===== src/design/s2c_pkg.sv =====
package s2c_pkg;

	localparam int CFG_IDX_W  = 3;
	localparam int CFG_DATA_W = 32;

	typedef enum logic [CFG_IDX_W-1:0] {
		CFG_ANGLE_START = 3'd0,
		CFG_ANGLE_STEP  = 3'd1,
		CFG_RANGE_LOW   = 3'd2,
		CFG_RANGE_HIGH  = 3'd3
	} cfg_idx_t;

	// pi/2, 30 fraction bits
	localparam logic [30:0] PIH    = 31'd1686629713;
	localparam logic [30:0] FX_ONE = 31'h4000_0000;

	// Horner divisors and floor(2^32 / k)
	localparam int          N_TERMS = 5;
	localparam logic [31:0] DIVS   [N_TERMS] = '{32'd110, 32'd72, 32'd42, 32'd20, 32'd6};
	localparam logic [31:0] RECIPS [N_TERMS] = '{32'd39045157, 32'd59652323, 32'd102261126,
		32'd214748364, 32'd715827882};

	localparam int MAG_W   = 17;
	localparam int SIN_LAT = 4 + 3 * N_TERMS;

	localparam int QUEUE_DEPTH = 4;

	typedef struct packed {
		logic full;
		logic empty;
	} q_stat_t;

endpackage


===== src/design/s2c_fifo.sv =====
module s2c_fifo #(
	parameter int W = 32
) (
	input  logic             clk,
	input  logic             arst_n,
	input  logic             push,
	input  logic [W-1:0]     push_data,
	input  logic             pop,
	output logic [W-1:0]     pop_data,
	output s2c_pkg::q_stat_t stat
);
	import s2c_pkg::*;

	localparam int PW = $clog2(QUEUE_DEPTH);

	logic [W-1:0]  mem_q [QUEUE_DEPTH];
	logic [PW-1:0] wr_ptr_q;
	logic [PW-1:0] rd_ptr_q;
	logic [PW:0]   count_q;

	always_ff @(posedge clk) begin
		if (push) begin
			mem_q[wr_ptr_q] <= push_data;
		end
	end

	always_ff @(posedge clk or negedge arst_n) begin
		if (!arst_n) begin
			wr_ptr_q <= '0;
			rd_ptr_q <= '0;
			count_q  <= '0;
		end else begin
			if (push) begin
				wr_ptr_q <= wr_ptr_q + PW'(1);
			end
			if (pop) begin
				rd_ptr_q <= rd_ptr_q + PW'(1);
			end
			if (push && !pop) begin
				count_q <= count_q + (PW+1)'(1);
			end else if (pop && !push) begin
				count_q <= count_q - (PW+1)'(1);
			end
		end
	end

	assign pop_data   = mem_q[rd_ptr_q];
	assign stat.full  = (count_q == (PW+1)'(QUEUE_DEPTH));
	assign stat.empty = (count_q == '0);

endmodule


===== config.mk =====
export PLATFORM = sky130hd
export DESIGN_NAME = s2c_fifo
export DESIGN_NICKNAME = d
export VERILOG_FILES = /design/src/design/s2c_pkg.sv /design/src/design/s2c_fifo.sv
export SDC_FILE = /design/constraint.sdc
export NUM_CORES = 1
export LEC_CHECK = 0
export ABC_AREA = 0
export CAP_MARGIN = 30
export CORE_ASPECT_RATIO = 1.4
export CORE_UTILIZATION = 62
export DETAILED_ROUTE_END_ITERATION = 7
export DONT_BUFFER_PORTS = 1
export PLACE_DENSITY = 0.78
export SYNTH_ARGS = -nofsm -noshare
export SYNTH_HDL_FRONTEND = slang
export SYNTH_SLANG_ARGS = --single-unit

===== constraint.sdc =====
create_clock -name clk -period 2.6 [get_ports clk]
set_input_delay 0.52 -clock clk [delete_from_list [all_inputs] [get_ports clk]]
set_output_delay 0.52 -clock clk [all_outputs]
set_load 0.01 [all_outputs]

==> results_dict.tcl <==
set metrics [dict create \
    rsz0062_at_grt "no" \
    crit_type "register to output port" \
    ys_ff_latch 135 \
    arrival_ns 1.98 \
    ys_types 20 \
    synth_top_cell_by_area "edfxtp_1" \
    postSynth.asyncResetShare_pct 5.19 \
    core-area_mm2 0.00785 \
    synthCells 202 \
    grt_pass1_wl_mm 12.8 \
    top_layer_used "met4" \
    syn-num-nets 244 \
    muxShareOfSynthArea_pct 14.8 \
    vias_per_cell 6.29 \
    fin_crit_ns 2.50 \
    portBuffers 0 \
    post_cts_buffers 0 \
    grt_overflow_total 0 \
    setup.worst_path.start "rd_ptr_q[0]" \
    synth_ff_type "edfxtp_1" \
    synth_top_cell_area_share_pct 76.0 \
    first_iter_violations 104 \
    initial_core_util_pct 64.5 \
    synth_common_cells "128 x edfxtp_1, 28 x mux4_2, 7 x dfrtp_1" \
    yosys.area_share.simple_pct 0.964 \
    root_buffer "clkbuf_8" \
    crit_fanout 12 \
    final_nets 260 \
    grt_pass1_vias 2261 \
    status "completed" \
    gp_congestion 0.707 \
    cp-endpoint "pop_data[9]" \
    worst_pin_slew_ns 0.868 \
    clk_latency_ns 0.52 \
    peakVddDrop_mv 1.01 \
    dp.final_hpwl_mm 5.02 \
    wl_met3_um 577 \
    cts_sinks 135 \
    power.density_mw_per_mm2 1220 \
    dieArea_mm2 0.00853 \
    r2r_slack_ns 0.83 \
    diodes 0 \
    cp_data_required_time_ns 2.08 \
    synth_xor_area_share_pct 1.04 \
    num_rows 38 \
    clock.fmax_ghz 0.400 \
    fin_tns_setup_ns 0 \
    synth_edf_count 128 \
    hold_viol 0 \
    cts_buffers 17 \
    dieWidth_um 78.4 \
    drv_cap 0 \
    finClkSkew_ns 0.00710 \
    syn_area_mm2 0.00506 \
    reg2reg_depth 3 \
    final_antenna_net_count 0 \
    synth_top_family_by_area "multiplexers" \
    cts_max_level 4 \
    end_kind "output port" \
    top_level_ports 70 \
    grt_max_degree 33 \
    area_growth_pct 14.0 \
    fin_hold_ws_ns 0.0787 \
    avgSynthCellArea_um2 25.0 \
    hold_path_class "input pin to register" \
    ys_warn_count 0 \
    vias 2082 \
    antenna_found_initial 0 \
    synth_fa_ha_area_share_pct 1.63 \
    cp-start-kind "register" \
    drv_slew 0 \
    total_power_mw 7.05 \
    instances_no_fill 331 \
    ys_seq_area_share_pct 79.4 \
    drive_gt1_share_pct 29.0 \
    dr.pass1.iters 4 \
    grtUsageTotal_pct 22.8 \
    avgRoutedWirePerCell_um 26.4 \
    r2r-end "mem_q[1][27]" \
    setup_viol 0 \
    clk_pin_slew_ns 0.06 \
    drc_errors 0 \
    synth_compound_area_share_pct 0.0989 \
    dp_cells 298 \
    clock_path_buffers 2 \
    cts_tree "yes" \
    wl_met2_mm 4.99 \
    wl_mm 8.75 \
    synth.most_common_cell "edfxtp_1" \
    synth.area.top_cells "edfxtp_1 76%, mux4_2 12%, dfrtp_1 3.5%" \
    leakage_nw 1.92 \
    drt-met1-wl_mm 3.00 \
    period_share_pct 96.0 \
    slew_headroom_pct 42.1 \
    die_h_um 109 \
    r2r-start "wr_ptr_q[1]" \
]
power by group:
part	switching, mW	internal [mW]	total, mW	leakage (nW)
sequential	0.215	2.87	3.09	1.26
clock	0.839	1.64	2.48	0.300
combinational	0.834	0.647	1.48	0.359
total	1.89	5.16	7.05	1.92
critical path: stages, from the launching register on:
cell,delay (ns)
dfrtp_4,0.54
buf_4,0.31
mux4_2,0.60
cell type report:
type	instances	area, um2
sequential	135	4020
fill	431	2070
multi-input combinational	55	941
clock buffer	17	414
clock inverter	15	209
tap	100	125
timing repair buffer	5	43.8
inverter	4	15.0
metrics by stage:
step / worst slack, ns / utilization [%] / area [um2]
2_1_floorplan: 0.803 / - / 5060
3_5_place_dp: 0.555 / 65.4 / 5130
5_1_grt: 0.0180 / 73.6 / 5770
6_report: 0.103 / 73.6 / 5770
4_1_cts: 0.00637 / 73.5 / 5770
3_3_place_gp: 0.608 / 65.4 / 5130
kinds of logic after synthesis:
kind of cell | after synthesis
flip-flops | 135
multiplexers | 33
AND/OR/NAND/NOR | 9
AO/OA/AOI/OAI | 1
adder cells (fa/ha/maj) | 6
buffers and inverters | 12
XOR/XNOR | 6
layer usage:
metal	vias up	track usage (%)
met3	14	9.12
met2	88	40.4
li1	883	-
met1	1097	23.3
met5	-	0
met4	0	11.2
flip-flops by register name, summed over array words and instances, names as in the netlist:
register / count
mem_q: 128
wr_ptr_q: 2
count_q: 3
rd_ptr_q: 2
worst min path at each step:
stage	slack, ns	depth (start not counted)	from	to
CTS	0.05	1	pop	rd_ptr_q[0]
global route	0.06	0	push_data[23]	mem_q[2][23]
detailed placement	0.22	0	arst_n	count_q[0]
finish	0.08	1	pop	rd_ptr_q[0]
global placement	0.22	0	arst_n	count_q[1]
floorplan	0.22	0	arst_n	count_q[0]
timing repair:
| action | 4_1_cts | 5_1_grt |
|---|---|---|
| gates resized for setup | 1 | 1 |
| hold buffers | 1 | 0 |
| endpoints found under the setup margin | 11 | 12 |
| hold endpoints to repair | 7 | 0 |
cells in the final DEF, fill, tap and decap left out, drive strengths merged, types with 4 or more instances in the layout:
cell type and count:
edfxtp 128, clkbuf 17, inv 4, ha 5
clkinv 8, buf 4, bufinv 5, mux4 32
xor2 4, dfrtp 7, and2 4
No activity file was read; power rests on OpenSTA's default activity.
