===== src/design/s2c_pkg.sv =====
package s2c_pkg;

	localparam int CFG_IDX_W  = 3;
	localparam int CFG_DATA_W = 32;

	typedef enum logic [CFG_IDX_W-1:0] {
		CFG_ANGLE_START = 3'd0,
		CFG_ANGLE_STEP  = 3'd1,
		CFG_RANGE_LOW   = 3'd2,
		CFG_RANGE_HIGH  = 3'd3
	} cfg_idx_t;

	// pi/2, 30 fraction bits
	localparam logic [30:0] PIH    = 31'd1686629713;
	localparam logic [30:0] FX_ONE = 31'h4000_0000;

	// Horner divisors and floor(2^32 / k)
	localparam int          N_TERMS = 5;
	localparam logic [31:0] DIVS   [N_TERMS] = '{32'd110, 32'd72, 32'd42, 32'd20, 32'd6};
	localparam logic [31:0] RECIPS [N_TERMS] = '{32'd39045157, 32'd59652323, 32'd102261126,
		32'd214748364, 32'd715827882};

	localparam int MAG_W   = 17;
	localparam int SIN_LAT = 4 + 3 * N_TERMS;

	localparam int QUEUE_DEPTH = 4;

	typedef struct packed {
		logic full;
		logic empty;
	} q_stat_t;

endpackage


===== src/design/s2c_front.sv =====
module s2c_front #(
	parameter int RANGE_BITS = 16,
	parameter int ANGLE_BITS = 16
) (
	input  logic                                clk,
	input  logic                                arst_n,
	input  logic                                cfg_valid,
	input  logic [s2c_pkg::CFG_IDX_W-1:0]       cfg_index,
	input  logic [s2c_pkg::CFG_DATA_W-1:0]      cfg_data,
	input  logic                                in_valid,
	output logic                                in_ready,
	input  logic [RANGE_BITS-1:0]               range_value,
	input  logic                                scan_begin,
	input  s2c_pkg::q_stat_t                    q_stat,
	output logic                                push,
	output logic [RANGE_BITS+ANGLE_BITS-1:0]    push_data
);
	import s2c_pkg::*;

	logic [ANGLE_BITS-1:0] angle_start_q;
	logic [ANGLE_BITS-1:0] angle_step_q;
	logic [RANGE_BITS-1:0] range_low_q;
	logic [RANGE_BITS-1:0] range_high_q;
	logic [ANGLE_BITS-1:0] beam_q;
	logic [ANGLE_BITS-1:0] angle;
	logic                  accept;
	logic                  in_window;

	assign in_ready  = !q_stat.full;
	assign accept    = in_valid && in_ready;
	assign angle     = scan_begin ? angle_start_q : beam_q;
	assign in_window = (range_value >= range_low_q) && (range_value <= range_high_q);
	assign push      = accept && in_window;
	assign push_data = {range_value, angle};

	always_ff @(posedge clk or negedge arst_n) begin
		if (!arst_n) begin
			angle_start_q <= '0;
			angle_step_q  <= '0;
			range_low_q   <= '0;
			range_high_q  <= '1;
			beam_q        <= '0;
		end else begin
			if (cfg_valid) begin
				unique case (cfg_index)
					CFG_ANGLE_START: angle_start_q <= cfg_data[ANGLE_BITS-1:0];
					CFG_ANGLE_STEP:  angle_step_q  <= cfg_data[ANGLE_BITS-1:0];
					CFG_RANGE_LOW:   range_low_q   <= cfg_data[RANGE_BITS-1:0];
					CFG_RANGE_HIGH:  range_high_q  <= cfg_data[RANGE_BITS-1:0];
					default: ;
				endcase
			end
			if (accept) begin
				beam_q <= angle + angle_step_q;
			end
		end
	end

endmodule


===== config.mk =====
export PLATFORM = sky130hd
export DESIGN_NAME = s2c_front
export DESIGN_NICKNAME = d
export VERILOG_FILES = /design/src/design/s2c_pkg.sv /design/src/design/s2c_front.sv
export SDC_FILE = /design/constraint.sdc
export NUM_CORES = 1
export LEC_CHECK = 0
export BUFFER_PORTS_ARGS = -buffer_cell sky130_fd_sc_hd__buf_4
export CORE_AREA = 2 2 97 99
export DETAILED_ROUTE_END_ITERATION = 6
export DIE_AREA = 0 0 99 101
export GPL_TIMING_DRIVEN = 0
export PLACE_DENSITY = 0.78
export SYNTH_ARGS = -nofsm -noshare
export SYNTH_HDL_FRONTEND = slang
export SYNTH_SLANG_ARGS = --single-unit

===== constraint.sdc =====
create_clock -name clk -period 2.61 [get_ports clk]
set_input_delay 0.261 -clock clk [delete_from_list [all_inputs] [get_ports clk]]
set_output_delay 0.261 -clock clk [all_outputs]
set_load 0.05 [all_outputs]

==> run summary <==
Slew Limit Fails: 0
Setup crit start kind: flip-flop
Synth Area in Adders: 12.6%
post-synth top area cell: dfrtp_1
multiplexer share of the synthesized area: 15.7%
XOR/XNOR Fraction of Synth Area: 2.18%
GRT overflow: 0
asr flop ratio synth: 100%
Hold Crit Class: in -> async
Syn Inst Count: 453
Post-Syn Area per Cell: 10.6 um^2
Hold Worst Slack: 46.4 ps
fin nets: 644
DP Worst Slack: -168 ps
Chip Height: 101 um
die width: 99 um
Slew @ Worst Pin: 1010 ps
Yosys top cell area share: 33.2%
io pins: 92
crit path DAT: 2330 ps
final worst-path cycle share: 99.4%
crit end category: primary output
unrepaired setup endpoints after global routing: yes
initial antenna violation count: 0
number of port buffers: 73
M1 WL: 4770 um
CTS Buf Count: 9
via/cell ratio: 5.61
Cell Pwr Density: 905 nW/um^2
routed length on met2: 5560 um
WS Path Type: reg -> out
status: finished clean
routed via count: 3671
Simple-Gate Fraction of Synth Area: 9.42%
commonest cells in the netlist: dfrtp_1, mux2_2, ha_1, nand2_1, inv_1
Initial Utilization: 53.7%
Num Clock Sinks: 80
top layer in use: met4
total wire length: 11000 um
hold buffers post-CTS: 0
Synth area leaders: dfrtp_1, mux2_2, ha_1, dfstp_2, nand2_1
later-pin clock latency in the skew report: 360 ps
CTS tree: done
main combinational cell family by area after synthesis: multiplexers
number of flops mapped to enable cells by yosys: 0
Tot GR Track Use: 23.2%
DRT Pass-1 Iters: 4
layout cells sized above 1: 40.3%
Iter 0 DRT Violations: 163
register area share after synthesis: 41.9%
R2R cell count: 9
post-DP HPWL: 8250 um
Finished Layout Cells: 654
Clk pin slew, worst setup/hold paths: 90 ps
pin count of the biggest net entering global routing: 81
Design Power: 5.28 mW
Final setup viols: 0
area of the die: 10000 um^2
Synthesis Warnings: 0
antenna cells: 0
vias in the first global route: 3843
Met3 Routed Length: 459 um
Root Buffer Master: clkbuf_8
Max rail drop VDD: 564 uV
Max-cap violations: 0
Synth cell types: 49
R2R Path Start: beam_q[0]$_DFFE_PN0P_
Yosys reg bits: 80
fin util: 65.0%
DRC violations left: 0
Post-Syn Nets: 559
first-pass GRT wire length: 18200 um
FMAX: 386 MHz
Antenna Nets Post-Route: 0
Worst Skew: 10.6 ps
maximum root-to-sink buffer count: 2
Worst R2R End: beam_q[12]$_DFFE_PN0P_
max_slew headroom: 32.6%
Cell Area, Placed: 5530 um^2
worst setup margin: 16.1 ps
flop2flop setup slack: 200 ps
H-tree depth: 3
core area: 8980 um^2
Hold Fails Final Rpt: 0
final setup TNS: 0 ps
WL/cell: 16.8 um
Crit path required time: 2350 ps
LEAKAGE: 2.74 nW
Final Cell Area: 5830 um^2
Tmin final: 2590 ps
synthesized area: 4820 um^2
area grow syn2layout: 21.0%
DP Cell Count: 637
fillers: 687
Final Wtd Congestion: 0.928
# rows: 35
post-synthesis compound-gate area fraction: 11.6%
CP Max Fanout: 2
ys flop type: dfrtp_1
cell families (layout without fill, tap and decap cells):
kind of cell,after synthesis,in the layout
simple gates,91,91
buf+inv,64,154
fa+ha+maj,48,48
xor+xnor,12,12
mux,67,67
compound gates,91,91
flops,80,80
cell type report:
class	instances	area, um^2	area share (%)
plain buffers	29	195	3.35
clock buffers	12	155	2.66
clock inverters	4	76.3	1.31
inverters	35	131	2.25
multi-input cells	309	2550	43.8
flip-flops and latches	80	2020	34.7
well taps	111	139	2.38
repair buffers	74	559	9.59
registers in the layout (all words and copies together), names as in the netlist:
signal	count
angle_start_q	16
angle_step_q	16
beam_q	16
range_high_q	16
range_low_q	16
worst max-delay path by stage:
stage	startpoint	endpoint	slack, ps	cells past startpoint
floorplan	scan_begin	beam_q[11]$_DFFE_PN0P_	7	10
global placement	scan_begin	beam_q[10]$_DFFE_PN0P_	-120	11
detailed placement	scan_begin	beam_q[12]$_DFFE_PN0P_	-170	11
CTS	range_high_q[13]$_DFFE_PN1P_	push	7	6
global route	range_high_q[1]$_DFFE_PN1P_	push	-80	9
finish	range_high_q[1]$_DFFE_PN1P_	push	20	9
report_power, final:
group	switching, mW	internal, mW
Combinational	1.42	1.03
Sequential	0.163	1.61
Clock	0.458	0.593
layer usage:
| layer | GRT usage [%] | up-vias |
|---|---|---|
| met5 | 0 | - |
| met2 | 41.0 | 87 |
| met3 | 4.37 | 18 |
| met4 | 7.17 | 0 |
| met1 | 29.0 | 1797 |
| li1 | - | 1769 |
cell usage in the layout, fill, tap and decap left out, types with 2 or more instances in the layout:
cell,instances
buf_4,90
dfrtp_1,64
mux2_2,63
ha_1,44
nand2_1,41
inv_1,34
o21ai_0,29
a21oi_1,19
dfstp_2,16
clkbuf_8,12
nand4_1,11
a21o_1,10
nor2_1,9
nand3_1,9
xnor2_1,8
clkbuf_1,7
o21ai_1,7
buf_2,4
a211oi_1,4
a211oi_2,4
xor2_1,4
nor2b_1,3
o211ai_1,3
a31oi_1,3
buf_6,2
mux2_4,2
mux2i_1,2
o31ai_1,2
a21oi_2,2
o31ai_2,2
nor2_2,2
or2_2,2
nor3_1,2
and2_1,2
o21bai_1,2
ha_4,2
bufinv_16,2
critical path, stage by stage (launching register included):
cell	delay [ps]
dfstp_2	540
inv_2	50
ha_4	210
nor2b_4	120
o211ai_1	220
a21oi_2	100
a211oi_2	260
o31ai_2	110
a22oi_2	190
buf_6	190
what timing repair did:
item                       in CTS  in global routing
resized for setup               2                  9
setup endpoints to repair       1                  1
pin swaps                       2                  6
setup buffers                   0                  1
(Power assumes the default switching activity.)
